$ cat src/design/itt_pkg.sv
// Shared types, constants and helpers for the id timeout table.
package itt_pkg;

  localparam int SLOTS  = 16;
  localparam int SLOT_W = (SLOTS > 1) ? $clog2(SLOTS) : 1;
  localparam int ID_W   = 16;
  localparam int CNT_W  = 16;
  localparam int ADDR_W = 3;
  localparam int DATA_W = 32;

  // register indexes
  localparam logic REG_SEARCH_TIME = 1'b0;

  localparam logic OP_ARRIVE = 1'b0;
  localparam logic OP_TICK   = 1'b1;

  localparam logic KIND_DONE = 1'b0;
  localparam logic KIND_DROP = 1'b1;

  typedef struct packed {
    logic            opcode;
    logic [ID_W-1:0] timed_id;
  } in_word_t;

  typedef struct packed {
    logic            kind;
    logic [ID_W-1:0] finished_id;
    logic            last;
  } out_word_t;

  // controller to datapath
  typedef struct packed {
    logic arrive;
    logic tick;
    logic hold_drop;
    logic load_exp;
    logic load_drop;
  } itt_cmd_t;

  // datapath to controller
  typedef struct packed {
    logic full;
    logic exp_any;
    logic exp_last;
    logic out_busy;
  } itt_stat_t;

  // index of the lowest set bit, zero when none
  function automatic logic [SLOT_W-1:0] lowest_set(input logic [SLOTS-1:0] m);
    logic [SLOT_W-1:0] idx;
    idx = '0;
    for (int i = SLOTS - 1; i >= 0; i--) begin
      if (m[i]) idx = SLOT_W'(i);
    end
    return idx;
  endfunction

endpackage

$ cat src/design/itt_ctrl.sv
// Controller FSM: sequences arrivals, ticks, expiry drain and dropped words.
module itt_ctrl (
  input  logic             clk,
  input  logic             rst_n,
  input  logic             in_valid,
  output logic             in_ready,
  input  logic             in_opcode,
  input  logic             out_ready,
  input  itt_pkg::itt_stat_t stat,
  output itt_pkg::itt_cmd_t  cmd
);
  import itt_pkg::*;

  typedef enum logic [2:0] {
    S_IDLE  = 3'b001,
    S_DRAIN = 3'b010,
    S_DROP  = 3'b100
  } state_t;

  state_t state_r, state_nxt;
  logic   accept;
  logic   out_free;

  assign in_ready = (state_r == S_IDLE);
  assign accept   = in_valid && in_ready;
  assign out_free = !stat.out_busy || out_ready;

  always_comb begin
    state_nxt = state_r;
    cmd       = '0;
    unique case (state_r)
      S_IDLE: begin
        if (accept) begin
          if (in_opcode == OP_TICK) begin
            cmd.tick  = 1'b1;
            state_nxt = S_DRAIN;
          end else if (stat.full) begin
            cmd.hold_drop = 1'b1;
            state_nxt     = S_DROP;
          end else begin
            cmd.arrive = 1'b1;
          end
        end
      end
      S_DRAIN: begin
        if (!stat.exp_any) begin
          state_nxt = S_IDLE;
        end else if (out_free) begin
          cmd.load_exp = 1'b1;
          if (stat.exp_last) state_nxt = S_IDLE;
        end
      end
      S_DROP: begin
        if (out_free) begin
          cmd.load_drop = 1'b1;
          state_nxt     = S_IDLE;
        end
      end
      default: state_nxt = S_IDLE;
    endcase
  end

  always_ff @(posedge clk) begin
    if (!rst_n) begin
      state_r <= S_IDLE;
    end else begin
      state_r <= state_nxt;
    end
  end

endmodule

$ cat src/design/itt_datapath.sv
// Datapath: slot table, per-slot countdowns, expiry mask and output register.
module itt_datapath (
  input  logic                      clk,
  input  logic                      rst_n,
  input  itt_pkg::itt_cmd_t         cmd,
  input  logic [itt_pkg::ID_W-1:0]  timed_id,
  input  logic [itt_pkg::CNT_W-1:0] search_time,
  input  logic                      out_ready,
  output itt_pkg::itt_stat_t        stat,
  output logic                      out_valid,
  output itt_pkg::out_word_t        out_data
);
  import itt_pkg::*;

  logic [SLOTS-1:0]  busy_r, busy_nxt;
  logic [SLOTS-1:0]  exp_r, exp_nxt;
  logic [ID_W-1:0]   owner_r [SLOTS];
  logic [CNT_W-1:0]  rem_r [SLOTS];
  logic [ID_W-1:0]   drop_id_r;
  logic              out_valid_r;
  out_word_t         out_data_r;

  logic [SLOT_W-1:0] free_idx;
  logic [SLOT_W-1:0] exp_idx;
  logic [SLOTS-1:0]  exp_rest;
  logic [CNT_W-1:0]  duration;

  assign free_idx = lowest_set(~busy_r);
  assign exp_idx  = lowest_set(exp_r);
  assign exp_rest = exp_r & (exp_r - SLOTS'(1));
  // zero duration behaves as one tick
  assign duration = (search_time == '0) ? CNT_W'(1) : search_time;

  assign stat.full     = &busy_r;
  assign stat.exp_any  = |exp_r;
  assign stat.exp_last = (exp_rest == '0);
  assign stat.out_busy = out_valid_r;

  always_comb begin
    busy_nxt = busy_r;
    exp_nxt  = exp_r;
    if (cmd.tick) begin
      for (int i = 0; i < SLOTS; i++) begin
        if (busy_r[i] && rem_r[i] <= CNT_W'(1)) begin
          busy_nxt[i] = 1'b0;
          exp_nxt[i]  = 1'b1;
        end
      end
    end
    if (cmd.arrive) busy_nxt[free_idx] = 1'b1;
    if (cmd.load_exp) exp_nxt = exp_rest;
  end

  always_ff @(posedge clk) begin
    if (!rst_n) begin
      busy_r      <= '0;
      exp_r       <= '0;
      out_valid_r <= 1'b0;
    end else begin
      busy_r <= busy_nxt;
      exp_r  <= exp_nxt;
      if (cmd.load_exp || cmd.load_drop) begin
        out_valid_r <= 1'b1;
      end else if (out_ready) begin
        out_valid_r <= 1'b0;
      end
    end
  end

  // slot payload, one countdown lane per slot
  always_ff @(posedge clk) begin
    for (int i = 0; i < SLOTS; i++) begin
      if (cmd.arrive && free_idx == SLOT_W'(i)) begin
        owner_r[i] <= timed_id;
        rem_r[i]   <= duration;
      end else if (cmd.tick && busy_r[i] && rem_r[i] > CNT_W'(1)) begin
        rem_r[i] <= rem_r[i] - CNT_W'(1);
      end
    end
  end

  always_ff @(posedge clk) begin
    if (cmd.hold_drop) drop_id_r <= timed_id;
    if (cmd.load_exp) begin
      out_data_r.kind        <= KIND_DONE;
      out_data_r.finished_id <= owner_r[exp_idx];
      out_data_r.last        <= (exp_rest == '0);
    end else if (cmd.load_drop) begin
      out_data_r.kind        <= KIND_DROP;
      out_data_r.finished_id <= drop_id_r;
      out_data_r.last        <= 1'b1;
    end
  end

  assign out_valid = out_valid_r;
  assign out_data  = out_data_r;

endmodule

$ cat src/design/id_timeout_table_core.sv
// Top level of the id timeout table: config register, controller and datapath.
//
// Input words (in_valid/in_ready, in_data) are either an arrival, which
// claims the lowest free slot for timed_id with a count of search_time
// ticks, or a tick, which counts every busy slot down by one.
// Result words (out_valid/out_ready, out_data) report expired ids in slot
// order, the final one of a tick flagged by last, or an arrival dropped
// because every slot was busy (kind = 1, last = 1).
// An arrival that finds a slot leaves the controller idle. A tick enters the
// drain state, where the expiries drain one per cycle while the output is free,
// through the single output register, and returns to idle when nothing expires;
// a dropped arrival passes through the drop state. The first result of a tick
// or a drop is loaded from the drain or drop state. The input is held off only
// while a tick drains or a drop is pending, and a word is accepted while an
// earlier result still waits in the output register. A stalled receiver freezes
// the drain; nothing is lost. search_time sits at APB byte address 0; the user
// must write it only while idle, as the block does not check.
// Reset (synchronous, rst_n low) frees every slot and sets search_time to 1.
module id_timeout_table_core (
  input  logic                       clk,
  input  logic                       rst_n,
  input  logic                       in_valid,
  output logic                       in_ready,
  input  itt_pkg::in_word_t          in_data,
  output logic                       out_valid,
  input  logic                       out_ready,
  output itt_pkg::out_word_t         out_data,
  input  logic                       psel,
  input  logic                       penable,
  input  logic                       pwrite,
  input  logic [itt_pkg::ADDR_W-1:0] paddr,
  input  logic [itt_pkg::DATA_W-1:0] pwdata,
  output logic [itt_pkg::DATA_W-1:0] prdata,
  output logic                       pready
);
  import itt_pkg::*;

  logic [CNT_W-1:0] search_time_r;
  logic             reg_hit;
  itt_cmd_t         cmd;
  itt_stat_t        stat;

  assign pready  = 1'b1;
  assign reg_hit = (paddr[ADDR_W-1:2] == REG_SEARCH_TIME) && (paddr[1:0] == 2'b00);
  assign prdata  = reg_hit ? DATA_W'(search_time_r) : '0;

  always_ff @(posedge clk) begin
    if (!rst_n) begin
      search_time_r <= CNT_W'(1);
    end else if (psel && penable && pwrite && pready && reg_hit) begin
      search_time_r <= pwdata[CNT_W-1:0];
    end
  end

  itt_ctrl u_ctrl (
    .clk       (clk),
    .rst_n     (rst_n),
    .in_valid  (in_valid),
    .in_ready  (in_ready),
    .in_opcode (in_data.opcode),
    .out_ready (out_ready),
    .stat      (stat),
    .cmd       (cmd)
  );

  itt_datapath u_datapath (
    .clk         (clk),
    .rst_n       (rst_n),
    .cmd         (cmd),
    .timed_id    (in_data.timed_id),
    .search_time (search_time_r),
    .out_ready   (out_ready),
    .stat        (stat),
    .out_valid   (out_valid),
    .out_data    (out_data)
  );

endmodule

$ cat config.mk
export PLATFORM = sky130hd
export DESIGN_NAME = id_timeout_table_core
export DESIGN_NICKNAME = d
export VERILOG_FILES = /design/src/design/itt_pkg.sv /design/src/design/itt_ctrl.sv /design/src/design/itt_datapath.sv /design/src/design/id_timeout_table_core.sv
export SDC_FILE = /design/constraint.sdc
export NUM_CORES = 1
export LEC_CHECK = 0
export BUFFER_PORTS_ARGS = -buffer_cell sky130_fd_sc_hd__buf_2
export CAP_MARGIN = 20
export CORE_ASPECT_RATIO = 1.75
export CORE_MARGIN = 4
export CORE_UTILIZATION = 40
export DETAILED_ROUTE_END_ITERATION = 7
export GPL_TIMING_DRIVEN = 0
export PLACE_DENSITY = 0.56
export SETUP_SLACK_MARGIN = 0.3
export SLEW_MARGIN = 5
export SYNTH_ARGS = -nofsm -noshare
export SYNTH_HDL_FRONTEND = slang
export SYNTH_SLANG_ARGS = --single-unit
export TNS_END_PERCENT = 20
$ cat constraint.sdc
create_clock -name clk -period 3.76 [get_ports clk]
set_input_delay 0.752 -clock clk [delete_from_list [all_inputs] [get_ports clk]]
set_output_delay 0.752 -clock clk [all_outputs]
set_load 0.02 [all_outputs]
=== After elaboration in Yosys (flattened, before gate mapping) ===
Memory sizes are Yosys's and may differ from the RTL's.
Index checks and enable logic that the tools add are counted.
Widths: inputs -> output; s select.

* Add/sub/neg operators: 17
* $lt $le $gt $ge: 34
* Equality and inequality tests: 23
* Muxes and demuxes: 236
* Bitwise logic cells: 20
* Reductions and logical operators: 130

{| class="wikitable"
|+ Operators with widths
! cell !! count
|-
| $mux 16 || 37
|-
| $sub 16x1->16 const B || 17
|-
| $gt 16x1->1 const B || 16
|-
| $le 16x1->1 const B || 16
|-
| $reduce_or 16->1 || 16
|-
| $mux 4 || 47
|-
| $mux 1 || 139
|-
| $logic_and 1x1->1 || 70
|-
| $reduce_bool 2->1 || 19
|-
| $mux 17 || 2
|-
| $eq 4x4->1 const B || 8
|-
| $logic_not 16->1 || 2
|-
| $reduce_and 2->1 || 16
|-
| $mux 3 || 9
|-
| $and 16x16->16 || 1
|-
| $eq 4x3->1 const B || 4
|-
| $not 16->16 || 1
|-
| $or 1x1->1 || 16
|-
| $or 16x16->16 || 1
|-
| $reduce_and 16->1 || 1
|-
| $ne 3x3->1 const B || 3
|-
| $pmux 3 s3 || 1
|-
| $eq 4x2->1 const B || 2
|-
| $lt 4x5->1 const B || 1
|-
| other kinds (14) || 15
|}

* Flip-flop bits (word level): 86
* RAM bits: 512
* Input bits: 59
* Output and inout port bits: 53
* Logic and storage cells: 486
* Memories: 2

{| class="wikitable"
|+ Memory list
! name !! depth !! width !! rd ports !! clocked after Yosys merged registers in !! wr ports !! line !! source
|-
| u_datapath.owner_r || 16 || 16 || 1 || 0 || 1 || itt_datapath.sv:17 || <nowiki>logic [ID_W-1:0] owner_r [SLOTS];</nowiki>
|-
| u_datapath.rem_r || 16 || 16 || 16 || 0 || 16 || itt_datapath.sv:18 || <nowiki>logic [CNT_W-1:0] rem_r [SLOTS];</nowiki>
|}

=== Depth between registers and ports, before layout ===
Gate-level depths: netlist of the first run.

* Depth in word-level cells: 37
* Gate-level depth with buffers: 12
* Gate-level depth less buffers: 8

=== By module ===
A second synthesis of the first run with hierarchy kept.

* Cell total of the unflattened synthesis: 2516
* Area total of the unflattened synthesis: 29435.7 um^2

{| class="wikitable"
|+ Modules (own cells, without submodules)
! module !! instances !! cells an instance !! area each (um^2)
|-
| itt_datapath || 1 || 2385 || 28283.4
|-
| id_timeout_table_core || 1 || 108 || 928.4
|-
| itt_ctrl || 1 || 23 || 224.0
|}

=== Worst setup path before layout of the first run ===
No wires, ideal clock.

* Path kind: register to register
* From: reg u_ctrl.state_r[2]
* To: mem u_datapath.rem_r[9][0] (netlist: u_datapath.rem_r[2][16]), enable pin
* Setup time: 335 ps
* Data arrival time: 3609 ps
* Setup slack: -183 ps
* Stages on the path, launching flop included: 8
* Path through: dfxtp_1 -> nand2b_1 -> nor2_1 -> nand3b_1 -> nor4_2 -> o21ai_1 -> a211oi_1 -> or2_2

{| class="wikitable"
|+ RTL lines
! item !! line !! source
|-
| start, declared || itt_ctrl.sv:20 || <nowiki>state_t state_r, state_nxt;</nowiki>
|-
| start signal, assigned || itt_ctrl.sv:67 || <nowiki>state_r <= state_nxt;</nowiki>
|-
| end, declared || itt_datapath.sv:18 ||
|}

=== Worst setup path after layout of the first run ===
* From: reg u_datapath.busy_r[14]
* To: mem u_datapath.owner_r[10][14], enable pin

* Word-level cells in the longest chain between the ends: 36
* Elaborated cells between the ends (all ways): 130
* Classes of those cells: eq/ne: 15; mux: 81; bitwise: 1; reduce/logical: 33

{| class="wikitable"
|+ RTL lines
! item !! line !! source
|-
| start, declared || itt_datapath.sv:15 || <nowiki>logic [SLOTS-1:0] busy_r, busy_nxt;</nowiki>
|-
| start signal, assigned || itt_datapath.sv:60 || <nowiki>busy_r <= busy_nxt;</nowiki>
|-
| $not 16->16 || itt_datapath.sv:28 || <nowiki>assign free_idx = lowest_set(~busy_r);</nowiki>
|-
| $mux 4 (15 in a row) || itt_pkg.sv:53 || <nowiki>if (m[i]) idx = SLOT_W'(i);</nowiki>
|-
| $eq 4x1->1 || itt_datapath.sv:73 || <nowiki>if (cmd.arrive && free_idx == SLOT_W'(i)) begin</nowiki>
|-
| $logic_and 1x1->1 || itt_datapath.sv:73 ||
|-
| $mux 1 || itt_datapath.sv:73 ||
|-
| $mux 1 (implied by the code) || itt_datapath.sv:74 || <nowiki>owner_r[i] <= timed_id;</nowiki>
|-
| $reduce_or 16->1 (no line) || -- ||
|-
| $mux 4 (no line) or $mux 1 (tied branches) (15 in a row) || -- ||
|-
| end, declared || itt_datapath.sv:17 ||
|}

Parallel ways exist; a longest one is shown, timed or not.

==> impl_metrics.toml, run 1 <==
[floorplanning]
die_w_um = 211
io_pins = 112
die_height_um = 363
core_mm2 = 0.0710
die_area_mm2 = 0.0765
rows = 129
initial_utilization = 0.405

[logic_synthesis]
synth_compound_area_frac = 0.119
synth_top_area_frac = 0.569
synthTopCellsByCount = "545 x edfxtp_1, 470 x nor2_1, 262 x a21oi_1"
synth-adder-area-share = 0.0143
syn_avg_cell_area_um2 = 11.0
yosysMostFrequentCell = "edfxtp_1"
synth-warning-count = 0
post-synth-top-area-cell = "edfxtp_1"
ys_async_sr_fraction = 0
synth_simple_gate_area_frac = 0.154
synth_area_leaders = "edfxtp_1 57%, nor2_1 6.1%, a21oi_1 4.6%"
synthMuxAreaShare = 0.0111
synthXorXnorAreaFrac = 0.0612
synth_top_family_by_area = "simple AND/OR/NAND/NOR gates"
synth_ff_type = "edfxtp_1"
synth_seq_cells = 598
ys_seq_area_frac = 0.606
syn_inst = 2624
synthDistinctLibCells = 68
synth_edf_count = 545
syn_area_mm2 = 0.0288

[sta]
tns_ns = 0
rsz0062_at_grt = "yes"
max_slew.worst_pin.slew_ns = 1.10
drv_slew = 0
timing.final.crit_share = 0.909
layout_min_cycle_time_ns = 3.42
clock.fmax_ghz = 0.293
worst_clock_skew_ns = 0.0295
hold_violations = 0
max-slew-margin-rel = 0.260
setup_viol = 0
setup_slack_ns = 0.342

[drt]
first_pass_iters = 6
vias_per_cell = 5.49
postRouteAntennaNets = 0
post_drt_wl_per_cell_um = 21.5
routed-via-count = 20600
finalWirelength_mm = 80.9
drc = 0
dr.first_iter.drc_count = 1465

[clock_tree]
insertion_delay_ns = 0.63
htreeDepth = 2
cts_root_buffer = "clkbuf_16"
clk_pin_slew_ns = 0.06
clock-sinks = 598
cts_tree = "yes"
cts-buffers-inserted = 56
cts_buffer_depth = 3

[power]
max-vdd-ir-drop_mv = 0.447
power_density_mw_per_mm2 = 412
total_leakage_power_nw = 11.6

[flow_run]
drv_cap = 0

[placement]
gp_congestion = 0.869
place_ws_ns = -0.219
dpl.hpwl_mm = 57.0
port_buffers = 77

[final_layout]
fillers = 6627
syn_to_final_growth_pct = 13.5
drive_gt1_frac = 0.109
layout.nets = 2883

[grt]
grt_pass1_vias = 21000
overflow = 0
grt_pass1_wl_mm = 123
grtUsageTotal = 0.206
antenna_found_initial = 4
grt_max_degree = 18

[critical_path]
cp-end-kind = "flop"
startpoint_type = "flop"
cp_common_cell = "o21ai_0"
critPathSlowestCell = "o21ai_2"
slowest_delay_ns = 0.55
worst-path-max-fanout = 12
critPathTopFamily = "compound AO/OA/AOI/OAI gates"
critPathKind = "reg2reg"
crit_arrival_ns = 3.74
cp_num_buf_inv = 1
crit_chain = "nor2b_1 -> o21ai_0 -> a21boi_0 -> o21ai_0 -> a21oi_1 -> o21ai_2 -> nand2_1 -> nor2_2 -> buf_8"
crit_required_ns = 4.08

[min_path]
min_path_type = "in2reg"

[outcome]
status = "finished, final reports clean"
[repair_timing]
item / 4_1_cts / 5_1_grt
setup endpoints to repair: 164 / 213
hold buffers: 0 / 0
gates resized for setup: 24 / 12
buffers inserted: 0 / 0
[sequential cells by signal, indices dropped and copies added (netlist names)]
signal / cells
u_datapath.busy_r: 16
u_datapath.drop_id_r: 16
search_time_r: 16
u_datapath.exp_r: 16
u_datapath.out_valid: 1
u_ctrl.state_r: 3
u_datapath.out_data: 18
u_datapath.owner_r: 256
u_datapath.rem_r: 256
[cell usage in the layout, fill, tap and decap left out, types with 14 or more instances in the layout]
master     instances
buf_2            113
o21ai_0           85
o22ai_1           17
a31oi_1           22
dfxtp_1           53
nor2b_1           20
mux2i_1           32
o221ai_1          16
nand4_1           17
and2_1            22
xor2_1            56
buf_4             22
nor3_1            83
inv_1             51
and3_1            17
a22oi_1           16
a32oi_1           14
o21ai_1           26
xnor2_1          145
nor4_1            43
ha_1              32
nand2_1          174
edfxtp_1         545
nor2_1           464
a21boi_0          28
nand3_1           34
or4_1             16
a21oi_1          262
clkbuf_16         57
clkbuf_1         111
conb_1            17
or3_1             15
[layout make-up]
cell class	instances	area, µm²	area share
Multi-Input combinational cell	1818	10600	0.324
Timing Repair Buffer	95	639	0.0196
Sequential cell	598	17400	0.534
Antenna cell	2	5.00	0.000153
Tap cell	917	1150	0.0351
Clock inverter	31	372	0.0114
Inverter	53	206	0.00632
Clock buffer	72	1480	0.0454
Buffer	170	801	0.0245
[metrics by stage]
stage | power [W] | utilization | area [µm²] | std cells | hold slack [ns]
finish | 0.0134 | 0.460 | 32700 | 3756 | 0.344
global route | 0.0139 | 0.460 | 32700 | 3754 | 0.324
CTS | 0.0136 | 0.459 | 32600 | 3754 | 0.303
detailed placement | 0.00773 | 0.432 | 30700 | 3651 | 0.514
global placement | 0.00772 | 0.428 | 30400 | 3633 | 0.507
floorplan | 0.00757 | - | 28800 | 2639 | 0.455
[power by group]
part           total [W]  switching (W)  internal, W
registers        0.00728      0.0000272      0.00725
logic           0.000314       0.000229    0.0000852
clock network    0.00585        0.00251      0.00334
[worst min-delay path, delay by kind of cell]
family / cells / cell delay (ns)
simple gates: 2 / 0.11
buf+inv: 1 / 0.08
[per-layer routing]
layer	wire, µm	vias up	track usage	share of wire
li1	-	9826	-	-
met1	31000	10100	0.237	0.38
met2	43200	591	0.389	0.53
met3	4010	151	0.0298	0.050
met4	2730	4	0.0695	0.034
met5	22	-	0	0.00027
[path summary, 6_finish.rpt]
kind | slack (ns) | startpoint | depth (start not counted) | to
setup / recovery | 0.34 | u_datapath.busy_r[14]$_SDFF_PN0_ | 9 | u_datapath.owner_r[10][14]$_DFFE_PP_
hold / removal | 0.34 | pwdata[0] | 3 | search_time_r[0]$_SDFFE_PN1P_
setup reg to reg | 0.34 | u_datapath.busy_r[14]$_SDFF_PN0_ | 9 | u_datapath.owner_r[10][14]$_DFFE_PP_
hold reg to reg | 0.53 | search_time_r[7]$_SDFFE_PN0P_ | 2 | search_time_r[7]$_SDFFE_PN0P_
[kinds of logic (layout without fill, tap and decap cells)]
logic type,Yosys count,count (layout)
compound gates,564,564
xor+xnor,201,201
fa+ha+maj,33,33
buf+inv,223,421
flops,598,598
mux,32,32
other cells,2,19
simple gates,971,971
Power figures use the tool's default switching activity.
==> run 2, diff against run 1 <==
- PLACE_DENSITY: 0.56 -> 0.54
- clock period: 3.76 -> 4.4 ns (I/O delays scaled with it)
==> impl_metrics.toml, run 2 (same netlist as run 1, synthesis figures left out) <==
[drt]
finalWirelength_mm = 83.6
drc = 0
routed-via-count = 20600
dr.first_iter.drc_count = 1404
first_pass_iters = 5
vias_per_cell = 5.48
wl_met1_mm = 30.9
wl_met2_mm = 45.1
wl_met3_mm = 3.99
postRouteAntennaNets = 0
post_drt_wl_per_cell_um = 22.2
highest_layer = "met5"

[critical_path]
r2r_cells = 8
crit_chain = "nor2b_1 -> o21ai_0 -> a21boi_0 -> o21ai_0 -> a21oi_1 -> o21ai_1 -> nand2_1 -> o21bai_2"
cp_common_cell = "o21ai_0"
worst-path-max-fanout = 16
startpoint_type = "flop"
cp-end-kind = "flop"
crit_end = "u_datapath.rem_r[2][35]$_DFFE_PP_"
crit_arrival_ns = 4.31
slowest_delay_ns = 0.91
reg2reg_slack_ns = 0.34
critPathTopFamily = "compound AO/OA/AOI/OAI gates"
rr_endpoint = "u_datapath.rem_r[2][35]$_DFFE_PP_"
cp_num_buf_inv = 0
r2r_start = "u_datapath.busy_r[14]$_SDFF_PN0_"
critPathSlowestCell = "o21bai_2"
crit_required_ns = 4.65
crit_start = "u_datapath.busy_r[14]$_SDFF_PN0_"
worst-path-stages = 8
critPathKind = "reg2reg"

[sta]
timing.final.crit_share = 0.923
drv_slew = 0
hold_violations = 0
clock.fmax_ghz = 0.246
max_slew.worst_pin.slew_ns = 1.19
layout_min_cycle_time_ns = 4.06
rsz0062_at_grt = "yes"
setup_viol = 0
worst_clock_skew_ns = 0.0184
max-slew-margin-rel = 0.207

[final_layout]
mostFrequentLayoutCell = "edfxtp_1"
layout_common_cells = "545 x edfxtp_1, 463 x nor2_1, 262 x a21oi_1"
drive_gt1_frac = 0.105
syn_to_final_growth_pct = 13.3
fin_area_mm2 = 0.0326
layout.nets = 2892
stdcell_count = 3765

[min_path]
min_path_type = "in2reg"
whs_path_depth = 3

[clock_tree]
clk_pin_slew_ns = 0.07
cts_hold_buf = 0
cts_buffer_depth = 3
cts-buffers-inserted = 58
cts_tree = "yes"
insertion_delay_ns = 0.63
cts_setup_buffers = 0
cts_root_buffer = "clkbuf_16"
htreeDepth = 2
ctsResizeCount = 1
clock-sinks = 598

[grt]
overflow = 0
grt_pass1_vias = 21000
grt_max_degree = 18
antenna_found_initial = 4
grt_pass1_wl_mm = 126
grtUsageTotal = 0.215

[placement]
port_buffers = 77
placed_cell_area_mm2 = 0.0308
dpl.hpwl_mm = 60.0
gp_congestion = 0.884
numPlacedInstances = 3656

[flow_run]
drv_cap = 0

[outcome]
status = "finished, final reports clean"

[floorplanning]
initial_utilization = 0.405
core_mm2 = 0.0710
die_area_mm2 = 0.0765
die_height_um = 363
rows = 129
die_w_um = 211
io_pins = 112

[power]
max-vdd-ir-drop_mv = 0.304
total_leakage_power_nw = 11.6
power_density_mw_per_mm2 = 348
==> run 2: worst min path at each step <==
stage | from | end | slack (ns)
6_report | pwdata[0] | search_time_r[0]$_SDFFE_PN1P_ | 0.49
5_1_grt | pwdata[13] | search_time_r[13]$_SDFFE_PN0P_ | 0.48
4_1_cts | pwdata[0] | search_time_r[0]$_SDFFE_PN1P_ | 0.44
3_5_place_dp | u_datapath.out_data[17]$_SDFFE_PP0P_ | u_datapath.out_data[17]$_SDFFE_PP0P_ | 0.47
3_3_place_gp | u_datapath.out_data[17]$_SDFFE_PP0P_ | u_datapath.out_data[17]$_SDFFE_PP0P_ | 0.46
2_1_floorplan | search_time_r[0]$_SDFFE_PN1P_ | search_time_r[0]$_SDFFE_PN1P_ | 0.46
==> run 2: metrics by stage <==
| step | power [W] | util | setup WS [ns] | setup TNS [ns] | hold WS, ns |
|---|---|---|---|---|---|
| floorplan | 0.00647 | - | 0.457 | 0 | 0.455 |
| global placement | 0.00659 | 0.428 | -1.82 | -188.83 | 0.457 |
| detailed placement | 0.00660 | 0.433 | -0.0511 | -0.757 | 0.471 |
| CTS | 0.0114 | 0.459 | 0.252 | 0 | 0.440 |
| global route | 0.0117 | 0.459 | 0.152 | 0 | 0.484 |
| finish | 0.0113 | 0.459 | 0.338 | 0 | 0.487 |
==> run 2: worst reg2reg max path, delay by kind of cell (launching register included) <==
kind,cells,cell delay (ns)
compound gates,6,2.45
simple gates,2,0.89
flops,1,0.36
==> run 2: where the power goes <==
part	switching (W)	leakage [nW]	total, W	internal [W]
combinational	0.000193	4.95	0.000268	0.0000747
clock	0.00219	0.885	0.00486	0.00268
sequential	0.0000199	5.77	0.00621	0.00619
==> run 2: layout make-up <==
cell class	count	area [µm²]
plain buffers	170	774
multi-input cells	1818	10500
clock buffers	68	1510
repair buffers	102	723
clock inverters	37	289
diodes	2	5.00
inverters	53	203
flip-flops and latches	598	17400
well taps	917	1150
fillers	6655	38400
==> run 2: layer usage <==
layer,GRT usage,vias up
li1,-,9831
met1,0.239,10100
met2,0.409,559
met3,0.0308,176
met4,0.0860,2
met5,0,-
